--- src/hw/rtl/sobel_gradient_magnitude_defines.svh ---
// Assertion macros shared by the Sobel block.
`ifndef SOBEL_GRADIENT_MAGNITUDE_DEFINES_SVH
`define SOBEL_GRADIENT_MAGNITUDE_DEFINES_SVH

// Same-cycle implication, off during reset.
`define SGM_ASSERT_HOLDS(label, ante, cons) \
  label: assert property (@(posedge clk) disable iff (rst) (ante) |-> (cons)) \
    else $error("sobel gradient check failed");

// Next-cycle implication, off during reset.
`define SGM_ASSERT_NEXT(label, ante, cons) \
  label: assert property (@(posedge clk) disable iff (rst) (ante) |=> (cons)) \
    else $error("sobel gradient sequencing check failed");

`endif

--- src/hw/rtl/sgm_pkg.sv ---
package sgm_pkg;

  localparam int DEF_MAX_WIDTH  = 1024;
  localparam int DEF_MAX_HEIGHT = 1024;
  localparam int PIX_W          = 8;
  localparam int CFG_W          = 11;
  localparam int ROOT_STEPS     = 8;

  // register select (paddr[2])
  localparam logic REG_IMAGE_WIDTH  = 1'b0;
  localparam logic REG_IMAGE_HEIGHT = 1'b1;

  // result kinds of one input beat; bit 0 = lower row mirrored, bit 1 = edge column
  localparam logic [1:0] KIND_INNER     = 2'd0;
  localparam logic [1:0] KIND_LOW_ROW   = 2'd1;
  localparam logic [1:0] KIND_EDGE_COL  = 2'd2;
  localparam logic [1:0] KIND_CORNER    = 2'd3;

  typedef logic [2:0][PIX_W-1:0] pix3_t;

  typedef struct packed {
    logic        vld;
    logic        sat;
    logic [15:0] s;
    logic [7:0]  root;
  } sqrt_stage_t;

  typedef enum logic [2:0] {
    ST_IDLE,
    ST_READ,
    ST_GRAD,
    ST_SUM,
    ST_LAUNCH,
    ST_ROOT,
    ST_OUT
  } sgm_state_t;

endpackage

--- src/hw/rtl/sgm_sqrt_cell.sv ---
module sgm_sqrt_cell import sgm_pkg::*; #(
  parameter int STEP = 0
) (
  input  logic        clk,
  input  logic        rst,
  input  sqrt_stage_t d,
  output sqrt_stage_t q
);

  localparam logic [7:0] TRIAL_BIT = 8'(1 << (ROOT_STEPS - 1 - STEP));

  logic [7:0]  trial;
  logic [15:0] trial_sq;

  assign trial    = d.root | TRIAL_BIT;
  assign trial_sq = trial * trial;

  always_ff @(posedge clk) begin
    q.sat  <= d.sat;
    q.s    <= d.s;
    q.root <= (trial_sq <= d.s) ? trial : d.root;
    if (rst) begin
      q.vld <= 1'b0;
    end else begin
      q.vld <= d.vld;
    end
  end

endmodule

--- config.mk ---
export PLATFORM = sky130hd
export DESIGN_NAME = sgm_sqrt_cell
export DESIGN_NICKNAME = d
export VERILOG_FILES = /design/src/hw/rtl/sobel_gradient_magnitude_defines.svh /design/src/hw/rtl/sgm_pkg.sv /design/src/hw/rtl/sgm_sqrt_cell.sv
export SDC_FILE = /design/constraint.sdc
export NUM_CORES = 1
export LEC_CHECK = 0
export BUFFER_PORTS_ARGS = -buffer_cell sky130_fd_sc_hd__buf_2
export CORE_MARGIN = 3
export CORE_UTILIZATION = 35
export CTS_CLUSTER_DIAMETER = 60
export DETAILED_ROUTE_END_ITERATION = 8
export PLACE_DENSITY = 0.67
export SETUP_SLACK_MARGIN = 0.5
export SYNTH_ARGS = -nofsm -noshare
export SYNTH_HDL_FRONTEND = slang
export SYNTH_SLANG_ARGS = --single-unit
--- constraint.sdc ---
create_clock -name clk -period 7.55 [get_ports clk]
set_clock_uncertainty 0.05 [all_clocks]
set_input_delay 1.51 -clock clk [delete_from_list [all_inputs] [get_ports clk]]
set_output_delay 1.51 -clock clk [all_outputs]
set_load 0.05 [all_outputs]
==> key figures <==
Outcome
  – Status: finished, final reports clean

Die
  – Number of top-level design ports: between 50 and 60
  – Chip height: about 93 um
  – Total die area: about 0.0087 sq mm
  – Number of rows created at floorplan: 31
  – Starting density of the core: 0.364
  – Core area: between 0.007 and 0.008 sq mm
  – Die outline width: approximately 93 um

Logic synthesis
  – Count of yosys warnings during synthesis: 0
  – Flip-flop and latch count after synthesis: 26
  – Most repeated cell in the gate-level netlist after synthesis: sky130_fd_sc_hd__inv_1
  – Synth Net Count: 397
  – Cells after Synth: 292
  – Library cell with the largest summed area after synthesis: sky130_fd_sc_hd__ha_1
  – Main synth FF type: sky130_fd_sc_hd__dfxtp_1
  – Post-synthesis sequential area ratio: 0.195
  – Number of distinct library cell variants in the gate-level netlist after synthesis: 33
  – Commonest cells post-synth: sky130_fd_sc_hd__inv_1, sky130_fd_sc_hd__ha_1, sky130_fd_sc_hd__dfxtp_1, sky130_fd_sc_hd__fa_1, sky130_fd_sc_hd__nor2_1
  – Top cell type's share of synthesized area: 0.239
  – FFs w/ async S/R, synth: 0
  – Average cell area after synthesis: 9.13 sq um
  – Number of synthesized flops with an enable pin: 0
  – Area contributors post-synth: sky130_fd_sc_hd__ha_1, sky130_fd_sc_hd__dfxtp_1, sky130_fd_sc_hd__fa_1
  – Post-synthesis instance area: roughly 0.0027 sq mm

Min path
  – Tightest Hold Check Type: input pin to flop

Route
  – Router iterations before antenna repair: 4
  – Via-per-instance ratio: roughly 4.6
  – Top Metal Used: met4
  – Total routed wire length on the met1 layer: roughly 2300 um
  – Vias: 2040
  – Post-DRT Antenna Nets: 0
  – Post-DR wirelength/cell: between 10 and 15 um
  – Detailed Route WL: 5110 um
  – Met2 routed WL: between 2000 and 3000 um
  – Amount of wire on met3 after detailed routing: approximately 230 um
  – DR DRC count: 0
  – Initial DRC Count: 44

Finish
  – Total non-filler cell area in the finished layout: between 0.003 and 0.004 sq mm
  – Combined area of the multi-input logic cells: 0.00186 sq mm
  – Nets@finish: 455
  – Area growth from synthesis to layout: 17.3%
  – Filler Cells Inserted: approximately 750
  – Largest registers: q x26
  – Final antenna diode count: 0
  – Share of the core filled with cells in the final layout: 0.426
  – Largest register FFs: 26
  – Register containing the most flip-flops in the final layout: q
  – Footprint of the flip-flops and latches: between 500 and 600 sq um
  – Fraction of final layout cells sized beyond drive strength 1: 0.201
  – Non-filler cells, final: approximately 450

Global route
  – Maximum number of pins on one net before global-route repair: 16
  – Remaining global-route overflow: 0
  – Vias in the first global route: between 2k and 2.5k
  – Total routing resource utilization after global routing: 0.123
  – Number of antenna violations at the first check in global routing: 0
  – First-pass GRT wire length: between 8000 and 9000 um

Timing
  – Max-slew headroom at the worst pin: 0.743
  – Post-route worst setup slack: around 1.2 ns
  – Upper clock frequency limit: roughly 0.16 GHz
  – Final Hold Viols: 0
  – Fin Setup TNS: 0 ns
  – Final period demand of the worst path: roughly 6.4 ns
  – Finish-stage setup viols: 0
  – Final Max Tran Viols: 0
  – Actual transition at the worst max-transition pin: about 0.38 ns
  – Setup repair after global routing missed its margin: no
  – Final Cycle Share: 0.845

Setup path
  – WP data required: 7.67 ns
  – Critical path cell sequence: buf_2, inv_1, nor2_1, ha_1, or2_2, fa_1, inv_1, fa_1, fa_1, inv_1, ha_1, a21oi_1, a31oi_4, and3_1, o22ai_2, xor2_1, ha_1, nand4_1, nor3_1, o21ai_0, a221o_1
  – Worst-path cell with the longest stage delay: sky130_fd_sc_hd__fa_1
  – Crit path launch type: input pin
  – Max incr delay on CP: 0.54 ns
  – Critical path arrival: 6.50 ns
  – Kind of critical path: input pin to flop
  – Number of buffer and inverter instances along the worst setup path: 4
  – Maximum net fanout on the critical path: 7
  – Capturing element type of the critical path: flop
  – CP delay by family, top: adder cells

Placed design
  – Cell count after placement: around 440
  – Count of port buffers added during placement: 53
  – Worst slack after detailed placement: 0.837 ns
  – GP Congestion: roughly 0.82
  – Detailed-placement wirelength estimate: ~4400 um
  – Standard cell area after detailed placement: ~0.003 sq mm

CTS
  – Clock Path Buffers: 2
  – Clock tree from TritonCTS: yes
  – Cts repair resizes: 0
  – Cell chosen for the clock root: sky130_fd_sc_hd__clkbuf_8
  – Post-CTS Hold Buffers: 0
  – Number of buffers inserted by post-CTS setup repair: 0
  – Clock-pin slew reported for the worst setup and hold paths after clock tree synthesis: 0.11 ns
  – TritonCTS sink count: 26
  – TritonCTS buffer count: 3
  – Number of H-tree levels: 1

Flow run
  – Max-capacitance violation count: 0

Pwr
  – Worst-case vdd ir drop: around 0.10 mV
  – Static leakage: 1.73 nW
  – PwrDens: between 200 and 300 mW/mm^2
## cell type report
class,instances,share of cell area
clock buffers,3,0.0132
clock inverters,1,0.00961
inverters,75,0.0901
multi-input cells,191,0.596
flip-flops and latches,26,0.167
well taps,99,0.0396
repair buffers,53,0.0849
## cell usage in the layout (no fill, tap or decap)
cell type,count
sky130_fd_sc_hd__nor3_1,5
sky130_fd_sc_hd__or2_2,3
sky130_fd_sc_hd__o21a_1,1
sky130_fd_sc_hd__dfxtp_1,26
sky130_fd_sc_hd__clkbuf_8,3
sky130_fd_sc_hd__buf_2,53
sky130_fd_sc_hd__and3_1,1
sky130_fd_sc_hd__o21ai_1,1
sky130_fd_sc_hd__a21oi_2,3
sky130_fd_sc_hd__nand4b_1,1
sky130_fd_sc_hd__a21o_1,4
sky130_fd_sc_hd__o221ai_2,2
sky130_fd_sc_hd__and3_2,1
sky130_fd_sc_hd__nand2_1,17
sky130_fd_sc_hd__nand3_1,1
sky130_fd_sc_hd__a21oi_1,15
sky130_fd_sc_hd__o21ai_0,7
sky130_fd_sc_hd__nand4_1,4
sky130_fd_sc_hd__xnor2_1,11
sky130_fd_sc_hd__a31oi_4,1
sky130_fd_sc_hd__nand4bb_1,1
sky130_fd_sc_hd__o211ai_2,1
sky130_fd_sc_hd__a221o_1,1
sky130_fd_sc_hd__xor2_1,5
sky130_fd_sc_hd__ha_1,51
sky130_fd_sc_hd__a211oi_1,2
sky130_fd_sc_hd__nand2b_1,1
sky130_fd_sc_hd__o22ai_2,1
sky130_fd_sc_hd__inv_1,75
sky130_fd_sc_hd__and2b_1,1
sky130_fd_sc_hd__a21o_2,1
sky130_fd_sc_hd__nor2_1,19
sky130_fd_sc_hd__nor2b_1,2
sky130_fd_sc_hd__fa_1,26
sky130_fd_sc_hd__bufinv_16,1
sky130_fd_sc_hd__or3_1,1
## final timing paths
| kind | start | to | slack [ns] | depth (start not counted) |
|---|---|---|---|---|
| worst max-delay path | d[2] | q[7] | 1.17 | 21 |
| worst min-delay path | d[11] | q[11] | 1.28 | 1 |
## per-layer routing
layer | GRT usage | up-vias
li1 | - | 1036
met1 | 0.153 | 959
met2 | 0.220 | 38
met3 | 0.0217 | 7
met4 | 0.0269 | 0
met5 | 0 | -
## cells by family after synthesis
| group | share of synthesized area |
|---|---|
| DFF | 0.195 |
| and+or+nand+nor | 0.103 |
| xor gates and xnor gates | 0.0526 |
| adders and majority gates | 0.435 |
| buffers and inverters | 0.106 |
| AOI/OAI and AO/OA | 0.108 |
## where the power goes
part           internal (mW)  leakage, nW  switching, mW  total [mW]
clock network         0.0710       0.0357         0.0498       0.121
registers              0.147        0.219        0.00190       0.149
logic                  0.269         1.47          0.377       0.647
total                  0.487         1.73          0.429       0.916
## per-stage QoR
step | hold slack [ns] | power [mW]
after floorplan | 1.49 | 0.677
after global placement | 1.57 | 0.795
after detailed placement | 1.57 | 0.804
after CTS | 1.28 | 0.932
after global routing | 1.28 | 1.03
final | 1.28 | 0.916
Power figures use the tool's default switching activity.
