--- config.mk ---
export PLATFORM = sky130hd
export DESIGN_NAME = sgm_col_cell
export DESIGN_NICKNAME = d
export VERILOG_FILES = /design/src/hw/rtl/sobel_gradient_magnitude_defines.svh /design/src/hw/rtl/sgm_pkg.sv /design/src/hw/rtl/sgm_col_cell.sv
export SDC_FILE = /design/constraint.sdc
export NUM_CORES = 1
export LEC_CHECK = 0
export BUFFER_PORTS_ARGS = -buffer_cell sky130_fd_sc_hd__buf_2
export CORE_MARGIN = 5
export CORE_UTILIZATION = 37
export DETAILED_ROUTE_END_ITERATION = 8
export PLACE_DENSITY = 0.79
export SETUP_SLACK_MARGIN = 0.3
export SLEW_MARGIN = 20
export SYNTH_ARGS = -nofsm -noshare
export SYNTH_HDL_FRONTEND = slang
export SYNTH_SLANG_ARGS = --single-unit
export TNS_END_PERCENT = 50
--- constraint.sdc ---
create_clock -name clk -period 0.8 [get_ports clk]
set_clock_uncertainty 0.2 [all_clocks]
set_input_delay 0.08 -clock clk [delete_from_list [all_inputs] [get_ports clk]]
set_output_delay 0.08 -clock clk [all_outputs]
set_load 0.02 [all_outputs]
--- src/hw/rtl/sobel_gradient_magnitude_defines.svh ---
// Assertion macros shared by the Sobel block.
`ifndef SOBEL_GRADIENT_MAGNITUDE_DEFINES_SVH
`define SOBEL_GRADIENT_MAGNITUDE_DEFINES_SVH

// Same-cycle implication, off during reset.
`define SGM_ASSERT_HOLDS(label, ante, cons) \
  label: assert property (@(posedge clk) disable iff (rst) (ante) |-> (cons)) \
    else $error("sobel gradient check failed");

// Next-cycle implication, off during reset.
`define SGM_ASSERT_NEXT(label, ante, cons) \
  label: assert property (@(posedge clk) disable iff (rst) (ante) |=> (cons)) \
    else $error("sobel gradient sequencing check failed");

`endif

--- src/hw/rtl/sgm_pkg.sv ---
package sgm_pkg;

  localparam int DEF_MAX_WIDTH  = 1024;
  localparam int DEF_MAX_HEIGHT = 1024;
  localparam int PIX_W          = 8;
  localparam int CFG_W          = 11;
  localparam int ROOT_STEPS     = 8;

  // register select (paddr[2])
  localparam logic REG_IMAGE_WIDTH  = 1'b0;
  localparam logic REG_IMAGE_HEIGHT = 1'b1;

  // result kinds of one input beat; bit 0 = lower row mirrored, bit 1 = edge column
  localparam logic [1:0] KIND_INNER     = 2'd0;
  localparam logic [1:0] KIND_LOW_ROW   = 2'd1;
  localparam logic [1:0] KIND_EDGE_COL  = 2'd2;
  localparam logic [1:0] KIND_CORNER    = 2'd3;

  typedef logic [2:0][PIX_W-1:0] pix3_t;

  typedef struct packed {
    logic        vld;
    logic        sat;
    logic [15:0] s;
    logic [7:0]  root;
  } sqrt_stage_t;

  typedef enum logic [2:0] {
    ST_IDLE,
    ST_READ,
    ST_GRAD,
    ST_SUM,
    ST_LAUNCH,
    ST_ROOT,
    ST_OUT
  } sgm_state_t;

endpackage

--- src/hw/rtl/sgm_col_cell.sv ---
module sgm_col_cell import sgm_pkg::*; (
  input  logic  clk,
  input  logic  rst,
  input  logic  shift,
  input  pix3_t d,
  output pix3_t q
);

  always_ff @(posedge clk) begin
    if (rst) begin
      q <= '0;
    end else if (shift) begin
      q <= d;
    end
  end

endmodule

==> results of run 1 <==
how the worst max path moves through the flow:
stage,slack [ps],endpoint,depth (start not counted),start
after CTS,-260,q[21],1,q[21]$_SDFFE_PP0P_
after global routing,-290,q[4],1,q[4]$_SDFFE_PP0P_
after floorplan,-50,q[0]$_SDFFE_PP0P_,4,shift
final,-250,q[18],1,q[18]$_SDFFE_PP0P_
after detailed placement,-200,q[4]$_SDFFE_PP0P_,4,shift
after global placement,-140,q[16]$_SDFFE_PP0P_,4,shift
synth_stat cells, drive strengths merged:
library cell | n | share of area
dfxtp | 24 | 0.55
mux2i | 24 | 0.28
nor2 | 24 | 0.10
buf | 3 | 0.059
clkbuf | 2 | 0.0086
stage by stage:
stage,setup slack [ps],TNS (ps),instances
floorplan,-48.45,-1011,77
global placement,-143.7,-3016,153
detailed placement,-203.8,-3935,153
CTS,-260.3,-6330,156
global route,-292.3,-7920,157
finish,-246.0,-6091,157
power groups by stage:
| stage | registers [W] | clock network, W | logic (W) |
|---|---|---|---|
| after floorplan | 0.00143 | 0 | 0.000168 |
| after detailed placement | 0.00134 | 0 | 0.000416 |
| after global routing | 0.00134 | 0.000557 | 0.000532 |
| final | 0.00133 | 0.000482 | 0.000498 |
| after CTS | 0.00133 | 0.000514 | 0.000497 |
| after global placement | 0.00134 | 0 | 0.000407 |
cells in the final DEF (no fill, tap or decap):
cell type	instances
buf_6	24
buf_4	1
buf_12	3
nor2_1	24
clkbuf_4	3
dfxtp_2	24
buf_2	26
mux2i_1	24
repair_timing:
action                                  4_1_cts  5_1_grt
endpoints found under the setup margin       48       48
buffers inserted                              0        1
endpoints found under the hold margin        24       24
resized for setup                            48        0
pin swaps                                     0        6
logic make-up (layout without fill, tap and decap cells):
| family | count (synthesis) | in the layout | synth area share |
|---|---|---|---|
| buf+inv | 5 | 57 | 0.06763 |
| flops | 24 | 24 | 0.5525 |
| mux | 24 | 24 | 0.2763 |
| simple gates | 24 | 24 | 0.1036 |
per-layer routing:
metal	track usage	wire length (µm)
met1	0.1329	720
met2	0.2360	1149
met3	0.02632	120
met4	0.05960	48
met5	0	0
area by class of cell:
cell class / instances / area, µm² / area share
clock buffers: 3 / 22.52 / 0.01648
well taps: 28 / 35.03 / 0.02564
flip-flops and latches: 24 / 510.5 / 0.3736
multi-input cells: 48 / 330.3 / 0.2418
repair buffers: 54 / 467.9 / 0.3425
==> summary.txt, run 1 <==
Post-Synthesis Cells -> 77
LEAKAGE -> 0.6869 nW
CP Data Required Time -> 520 ps
HPWL after DPL -> 1461 µm
FF+latch count, synth -> 24
initial antenna violation count -> 0
htree depth -> 1
Crit Reg-Reg Endpoint -> q[4]$_SDFFE_PP0P_
total chip power -> 0.002312 W
cts bufs inserted -> 3
grt ovf -> 0
worst path cell trace -> buf_6
Root Driver -> clkbuf_4
post-layout min period -> 1046 ps
WP data arrival -> 770 ps
share of power burned in registers -> 0.576
Hold Vio Cnt, Final -> 24
DRT antenna net count -> 0
Largest Register -> q
largest net degree at the start of global routing -> 25
Fmax -> 956.0 MHz
gpl congestion -> 0.6483
Cell Pwr Density -> 1692 mW/mm²
Post-layout nets -> 158
Worst Hold Depth -> 3
area delta synth->final -> 57.12%
CP delay by family, top -> flip-flops
die width -> 58.48 µm
hold_ws -> -189.0 ps
PortBufs -> 50
Post-DP Area -> 0.001186 mm²
# rows -> 17
Initial Util -> 0.3894
failing checks -> negative hold slack, negative setup slack
average cell area after synthesis -> 11.29 µm²
mapped cell area -> 869.6 µm²
syn nets -> 104
Vias/cell -> 4.580
Max Slew Vio Count -> 0
Max clock buf depth -> 2
largest registers -> q x24
final setup violation count -> 45
Net Sw Frac -> 0.2517
vias in the first global route -> 754
slowest stage cell, crit path -> dfxtp_2
Clk pwr share -> 0.209
routed via count -> 719
Worst Setup End Kind -> primary output
worst hold start -> d[0]
first-pass GRT wire length -> 3360 µm
combinational fraction of design power -> 0.216
VDD IR max -> 1.117 mV
outcome -> finished with violations
crit path max fanout -> 2
CTS tree -> built
max cap viols -> 0
drc violations -> 0
Seq/Total Area, Yosys -> 0.5525
clock slew seen by the registers of the worst setup and hold paths -> 120 ps
slew margin rel. -> 0.9020
fin util -> 0.6118
diode count -> 0
PnR worst setup slack -> -246.0 ps
fill count -> 204
DR pass1 iterations -> 2
global-route usage over all layers -> 0.1263
Hold Path End -> q[0]$_SDFFE_PP0P_
Final Cell Area -> 0.001366 mm²
core area -> 0.002233 mm²
Largest register FFs -> 24
CTS Sinks -> 24
boundary pin count -> 51
critical path class -> flip-flop to primary output
Sw Pwr -> 0.0005820 W
reg2reg setup slack -> -140 ps
Starting DRT DRC Count -> 2
Cell variety after synth -> 6
Critical Path Start Type -> flip-flop
average wire per standard cell -> 12.99 µm
Chip Height -> 58.48 µm
cell internal pwr -> 0.001730 W
routed wire length -> 2039 µm
buffers and inverters on the worst path -> 1
clock latency on the worst-skew pair -> 290 ps
die area -> 0.003420 mm²
final period utilization -> 1.307
share of layout cells above drive strength 1 -> 0.6279
Synth Warn # -> 0
R2R depth -> 3
Hold WC Path Type -> input pin to flip-flop
RSZ-0062 raised after global routing -> yes
worst slew pin tran -> 142.9 ps
Worst R2R Start -> q[4]$_SDFFE_PP0P_
CP max stage delay -> 360 ps
Power figures use the tool's default switching activity.
==> inputs of run 2 (changes only) <==
--- a/config.mk
+++ b/config.mk
@@ -5,11 +5,12 @@
 export SDC_FILE = /design/constraint.sdc
 export NUM_CORES = 1
 export LEC_CHECK = 0
+export ABC_AREA = 1
 export BUFFER_PORTS_ARGS = -buffer_cell sky130_fd_sc_hd__buf_2
 export CORE_MARGIN = 5
-export CORE_UTILIZATION = 37
+export CORE_UTILIZATION = 39
 export DETAILED_ROUTE_END_ITERATION = 8
-export PLACE_DENSITY = 0.79
+export PLACE_DENSITY = 0.8
 export SETUP_SLACK_MARGIN = 0.3
 export SLEW_MARGIN = 20
 export SYNTH_ARGS = -nofsm -noshare
==> summary.txt, run 2 <==
diode count -> 0 (unchanged)
met1 Resource Use GR -> 0.1628 (was 0.1329)
Post-synth EDFFs -> 0 (unchanged)
Clk pwr share -> 0.207 (was 0.209)
cell internal pwr -> 0.001759 W (was 0.001730 W)
commonest non-fill, non-tap cells in the layout -> nand2_1 (48), nor2_1 (39), buf_2 (26) (was buf_2 (26), mux2i_1 (24), nor2_1 (24), buf_6 (24), dfxtp_2 (24))
slowest stage cell, crit path -> dfxtp_4 (was dfxtp_2)
CP max stage delay -> 370 ps (was 360 ps)
Critical Path Start Type -> flip-flop (unchanged)
RSZ-0062 raised after global routing -> yes (unchanged)
Cell Pwr Density -> 1541 mW/mm² (was 1692 mW/mm²)
worst slew pin tran -> 125.5 ps (was 142.9 ps)
PortBufs -> 50 (unchanged)
global routing's busiest layer -> met2 (unchanged)
die area -> 0.003629 mm² (was 0.003420 mm²)
cts bufs inserted -> 3 (unchanged)
Final Cell Area -> 0.001585 mm² (was 0.001366 mm²)
Hold Vio Cnt, Final -> 24 (unchanged)
FF+latch count, synth -> 24 (unchanged)
Setup WS pre-CTS -> -75.20 ps (was -203.8 ps)
ys async rst share -> 0 (unchanged)
Crit Reg-Reg Endpoint -> q[3]$_SDFFE_PP0P_ (was q[4]$_SDFFE_PP0P_)
first-pass GRT wire length -> 3519 µm (was 3360 µm)
routed via count -> 967 (was 719)
critical path class -> flip-flop to primary output (unchanged)
grt ovf -> 0 (unchanged)
initial antenna violation count -> 0 (unchanged)
area delta synth->final -> 60.99% (was 57.12%)
R2R depth -> 4 (was 3)
Vias/cell -> 4.132 (was 4.580)
Starting DRT DRC Count -> 22 (was 2)
routed wire length -> 2162 µm (was 2039 µm)
Final Non-Filler Cells -> 234 (was 157)
commonest non-fill, non-tap cell in the layout -> nand2_1 (was buf_2)
LEAKAGE -> 0.8732 nW (was 0.6869 nW)
Fmax -> 931.6 MHz (was 956.0 MHz)
Net Sw Frac -> 0.2803 (was 0.2517)
Post-layout nets -> 232 (was 158)
Initial Util -> 0.4011 (was 0.3894)
outcome -> finished with violations (unchanged)
Synth Warn # -> 0 (unchanged)
Largest Register -> q (unchanged)
most frequent cells after synthesis -> nand2_1 (48), nor2_1 (48), inv_1 (25) (was dfxtp_1 (24), mux2i_1 (24), nor2_1 (24))
slew margin rel. -> 0.9164 (was 0.9020)
met3 Use GR -> 0.03456 (was 0.02632)
Post-Synthesis Cells -> 152 (was 77)
Hold Path End -> q[20]$_SDFFE_PP0P_ (was q[0]$_SDFFE_PP0P_)
crit path max fanout -> 2 (unchanged)
largest net degree at the start of global routing -> 27 (was 25)
core area -> 0.002455 mm² (was 0.002233 mm²)
global-route usage over all layers -> 0.1267 (was 0.1263)
Sw Pwr -> 0.0006848 W (was 0.0005820 W)
Chip Height -> 60.25 µm (was 58.48 µm)
Largest register FFs -> 24 (unchanged)
mapped cell area -> 984.7 µm² (was 869.6 µm²)
fill count -> 222 (was 204)
share of power burned in registers -> 0.544 (was 0.576)
worst path cell trace -> buf_6 (unchanged)
clock slew seen by the registers of the worst setup and hold paths -> 120 ps (about the same)
die width -> 60.25 µm (was 58.48 µm)
htree depth -> 1 (unchanged)
boundary pin count -> 51 (unchanged)
max cap viols -> 0 (unchanged)
average cell area after synthesis -> 6.478 µm² (was 11.29 µm²)
Synth Flop Type -> dfxtp_1 (unchanged)
combinational fraction of design power -> 0.249 (was 0.216)
final setup violation count -> 25 (was 45)
M2 GR Usage -> 0.2006 (was 0.2360)
Post-DP Area -> 0.001363 mm² (was 0.001186 mm²)
average wire per standard cell -> 9.239 µm (was 12.99 µm)
Root Driver -> clkbuf_4 (unchanged)
synth top area cells -> dfxtp_1 (49%), nand2_1 (18%), nor2_1 (18%) (was dfxtp_1 (55%), mux2i_1 (28%), nor2_1 (10%))
DRT antenna net count -> 0 (unchanged)
hold_ws -> -150.5 ps (was -189.0 ps)
failing checks -> negative hold slack, negative setup slack (unchanged)
final period utilization -> 1.342 (was 1.307)
syn nets -> 179 (was 104)
fin util -> 0.6458 (was 0.6118)
worst hold start -> d[20] (was d[0])
Worst R2R Start -> q[3]$_SDFFE_PP0P_ (was q[4]$_SDFFE_PP0P_)
DR pass1 iterations -> 4 (was 2)
Worst Hold Depth -> 5 (was 3)
Worst Setup End Kind -> primary output (unchanged)
HPWL after DPL -> 1560 µm (was 1461 µm)
CP Data Required Time -> 520 ps (about the same)
Synth area leader -> dfxtp_1 (unchanged)
post-layout min period -> 1073 ps (was 1046 ps)
# rows -> 18 (was 17)
Cell variety after synth -> 7 (was 6)
VDD IR max -> 0.9458 mV (was 1.117 mV)
Max Slew Vio Count -> 0 (unchanged)
gpl congestion -> 0.6884 (was 0.6483)
CTS Sinks -> 24 (unchanged)
Seq/Total Area, Yosys -> 0.4879 (was 0.5525)
buffers and inverters on the worst path -> 1 (unchanged)
WP data arrival -> 790 ps (was 770 ps)
CP delay by family, top -> flip-flops (unchanged)
share of layout cells above drive strength 1 -> 0.4461 (was 0.6279)
drc violations -> 0 (unchanged)
Max clock buf depth -> 2 (unchanged)
clock latency on the worst-skew pair -> 300 ps (was 290 ps)
top cell type's share of synthesized area -> 0.4879 (was 0.5525)
PnR worst setup slack -> -273.4 ps (was -246.0 ps)
vias in the first global route -> 881 (was 754)
largest registers -> q x24 (unchanged)
WP depth -> 1 (unchanged)
CTS tree -> built (unchanged)
reg2reg setup slack -> -180 ps (was -140 ps)
Hold WC Path Type -> input pin to flip-flop (unchanged)
placed insts -> 228 (was 153)
[run 2: cell type report]
class                           instances  area [µm²]  area share
Inverter                               25       93.84     0.05919
Timing Repair Buffer                   55       479.2      0.3023
Multi-Input combinational cell         96       387.9      0.2447
Clock buffer                            3       22.52     0.01421
Clock inverter                          1       3.754    0.002368
Sequential cell                        24       560.5      0.3536
Tap cell                               30       37.54     0.02368
[run 2: power by group through the flow]
stage                     clock network, W  logic, W  registers (W)
final                             0.000506  0.000609        0.00133
after global routing              0.000585  0.000668        0.00134
after CTS                         0.000547  0.000597        0.00132
after detailed placement                 0  0.000491        0.00133
after global placement                   0  0.000482        0.00133
after floorplan                          0  0.000200        0.00144
[run 2: stage by stage]
| step | setup TNS (ps) | power [W] |
|---|---|---|
| 6_report | -6527 | 0.002444 |
| 5_1_grt | -7686 | 0.002594 |
| 4_1_cts | -6867 | 0.002468 |
| 3_5_place_dp | -1114 | 0.001822 |
| 3_3_place_gp | -844.0 | 0.001813 |
| 2_1_floorplan | 0 | 0.001637 |
[run 2: kinds of logic after synthesis]
| group | count (synthesis) | share of synthesized area |
|---|---|---|
| AND/OR/NAND/NOR | 96 | 0.3659 |
| buffers and inverters | 32 | 0.1461 |
| flip-flops | 24 | 0.4879 |
[run 2: worst max-delay path by stage]
| stage | start | endpoint |
|---|---|---|
| after floorplan | q[0]$_SDFFE_PP0P_ | q[0]$_SDFFE_PP0P_ |
| after global placement | rst | q[20]$_SDFFE_PP0P_ |
| after detailed placement | rst | q[17]$_SDFFE_PP0P_ |
| after CTS | q[21]$_SDFFE_PP0P_ | q[21] |
| after global routing | q[6]$_SDFFE_PP0P_ | q[6] |
| final | q[9]$_SDFFE_PP0P_ | q[9] |
[run 2: what timing repair did]
item | in CTS | in global routing
setup buffers | 1 | 1
endpoints found under the setup margin | 48 | 48
gates resized for setup | 50 | 9
pin swaps | 25 | 23
hold endpoints to repair | 24 | 24
[run 2: layer usage]
metal	share of wire	vias up	wire, µm
met2	0.47	36	1006
li1	-	531	-
met1	0.43	400	940
met4	0	0	0
met3	0.10	0	216
met5	0	-	0
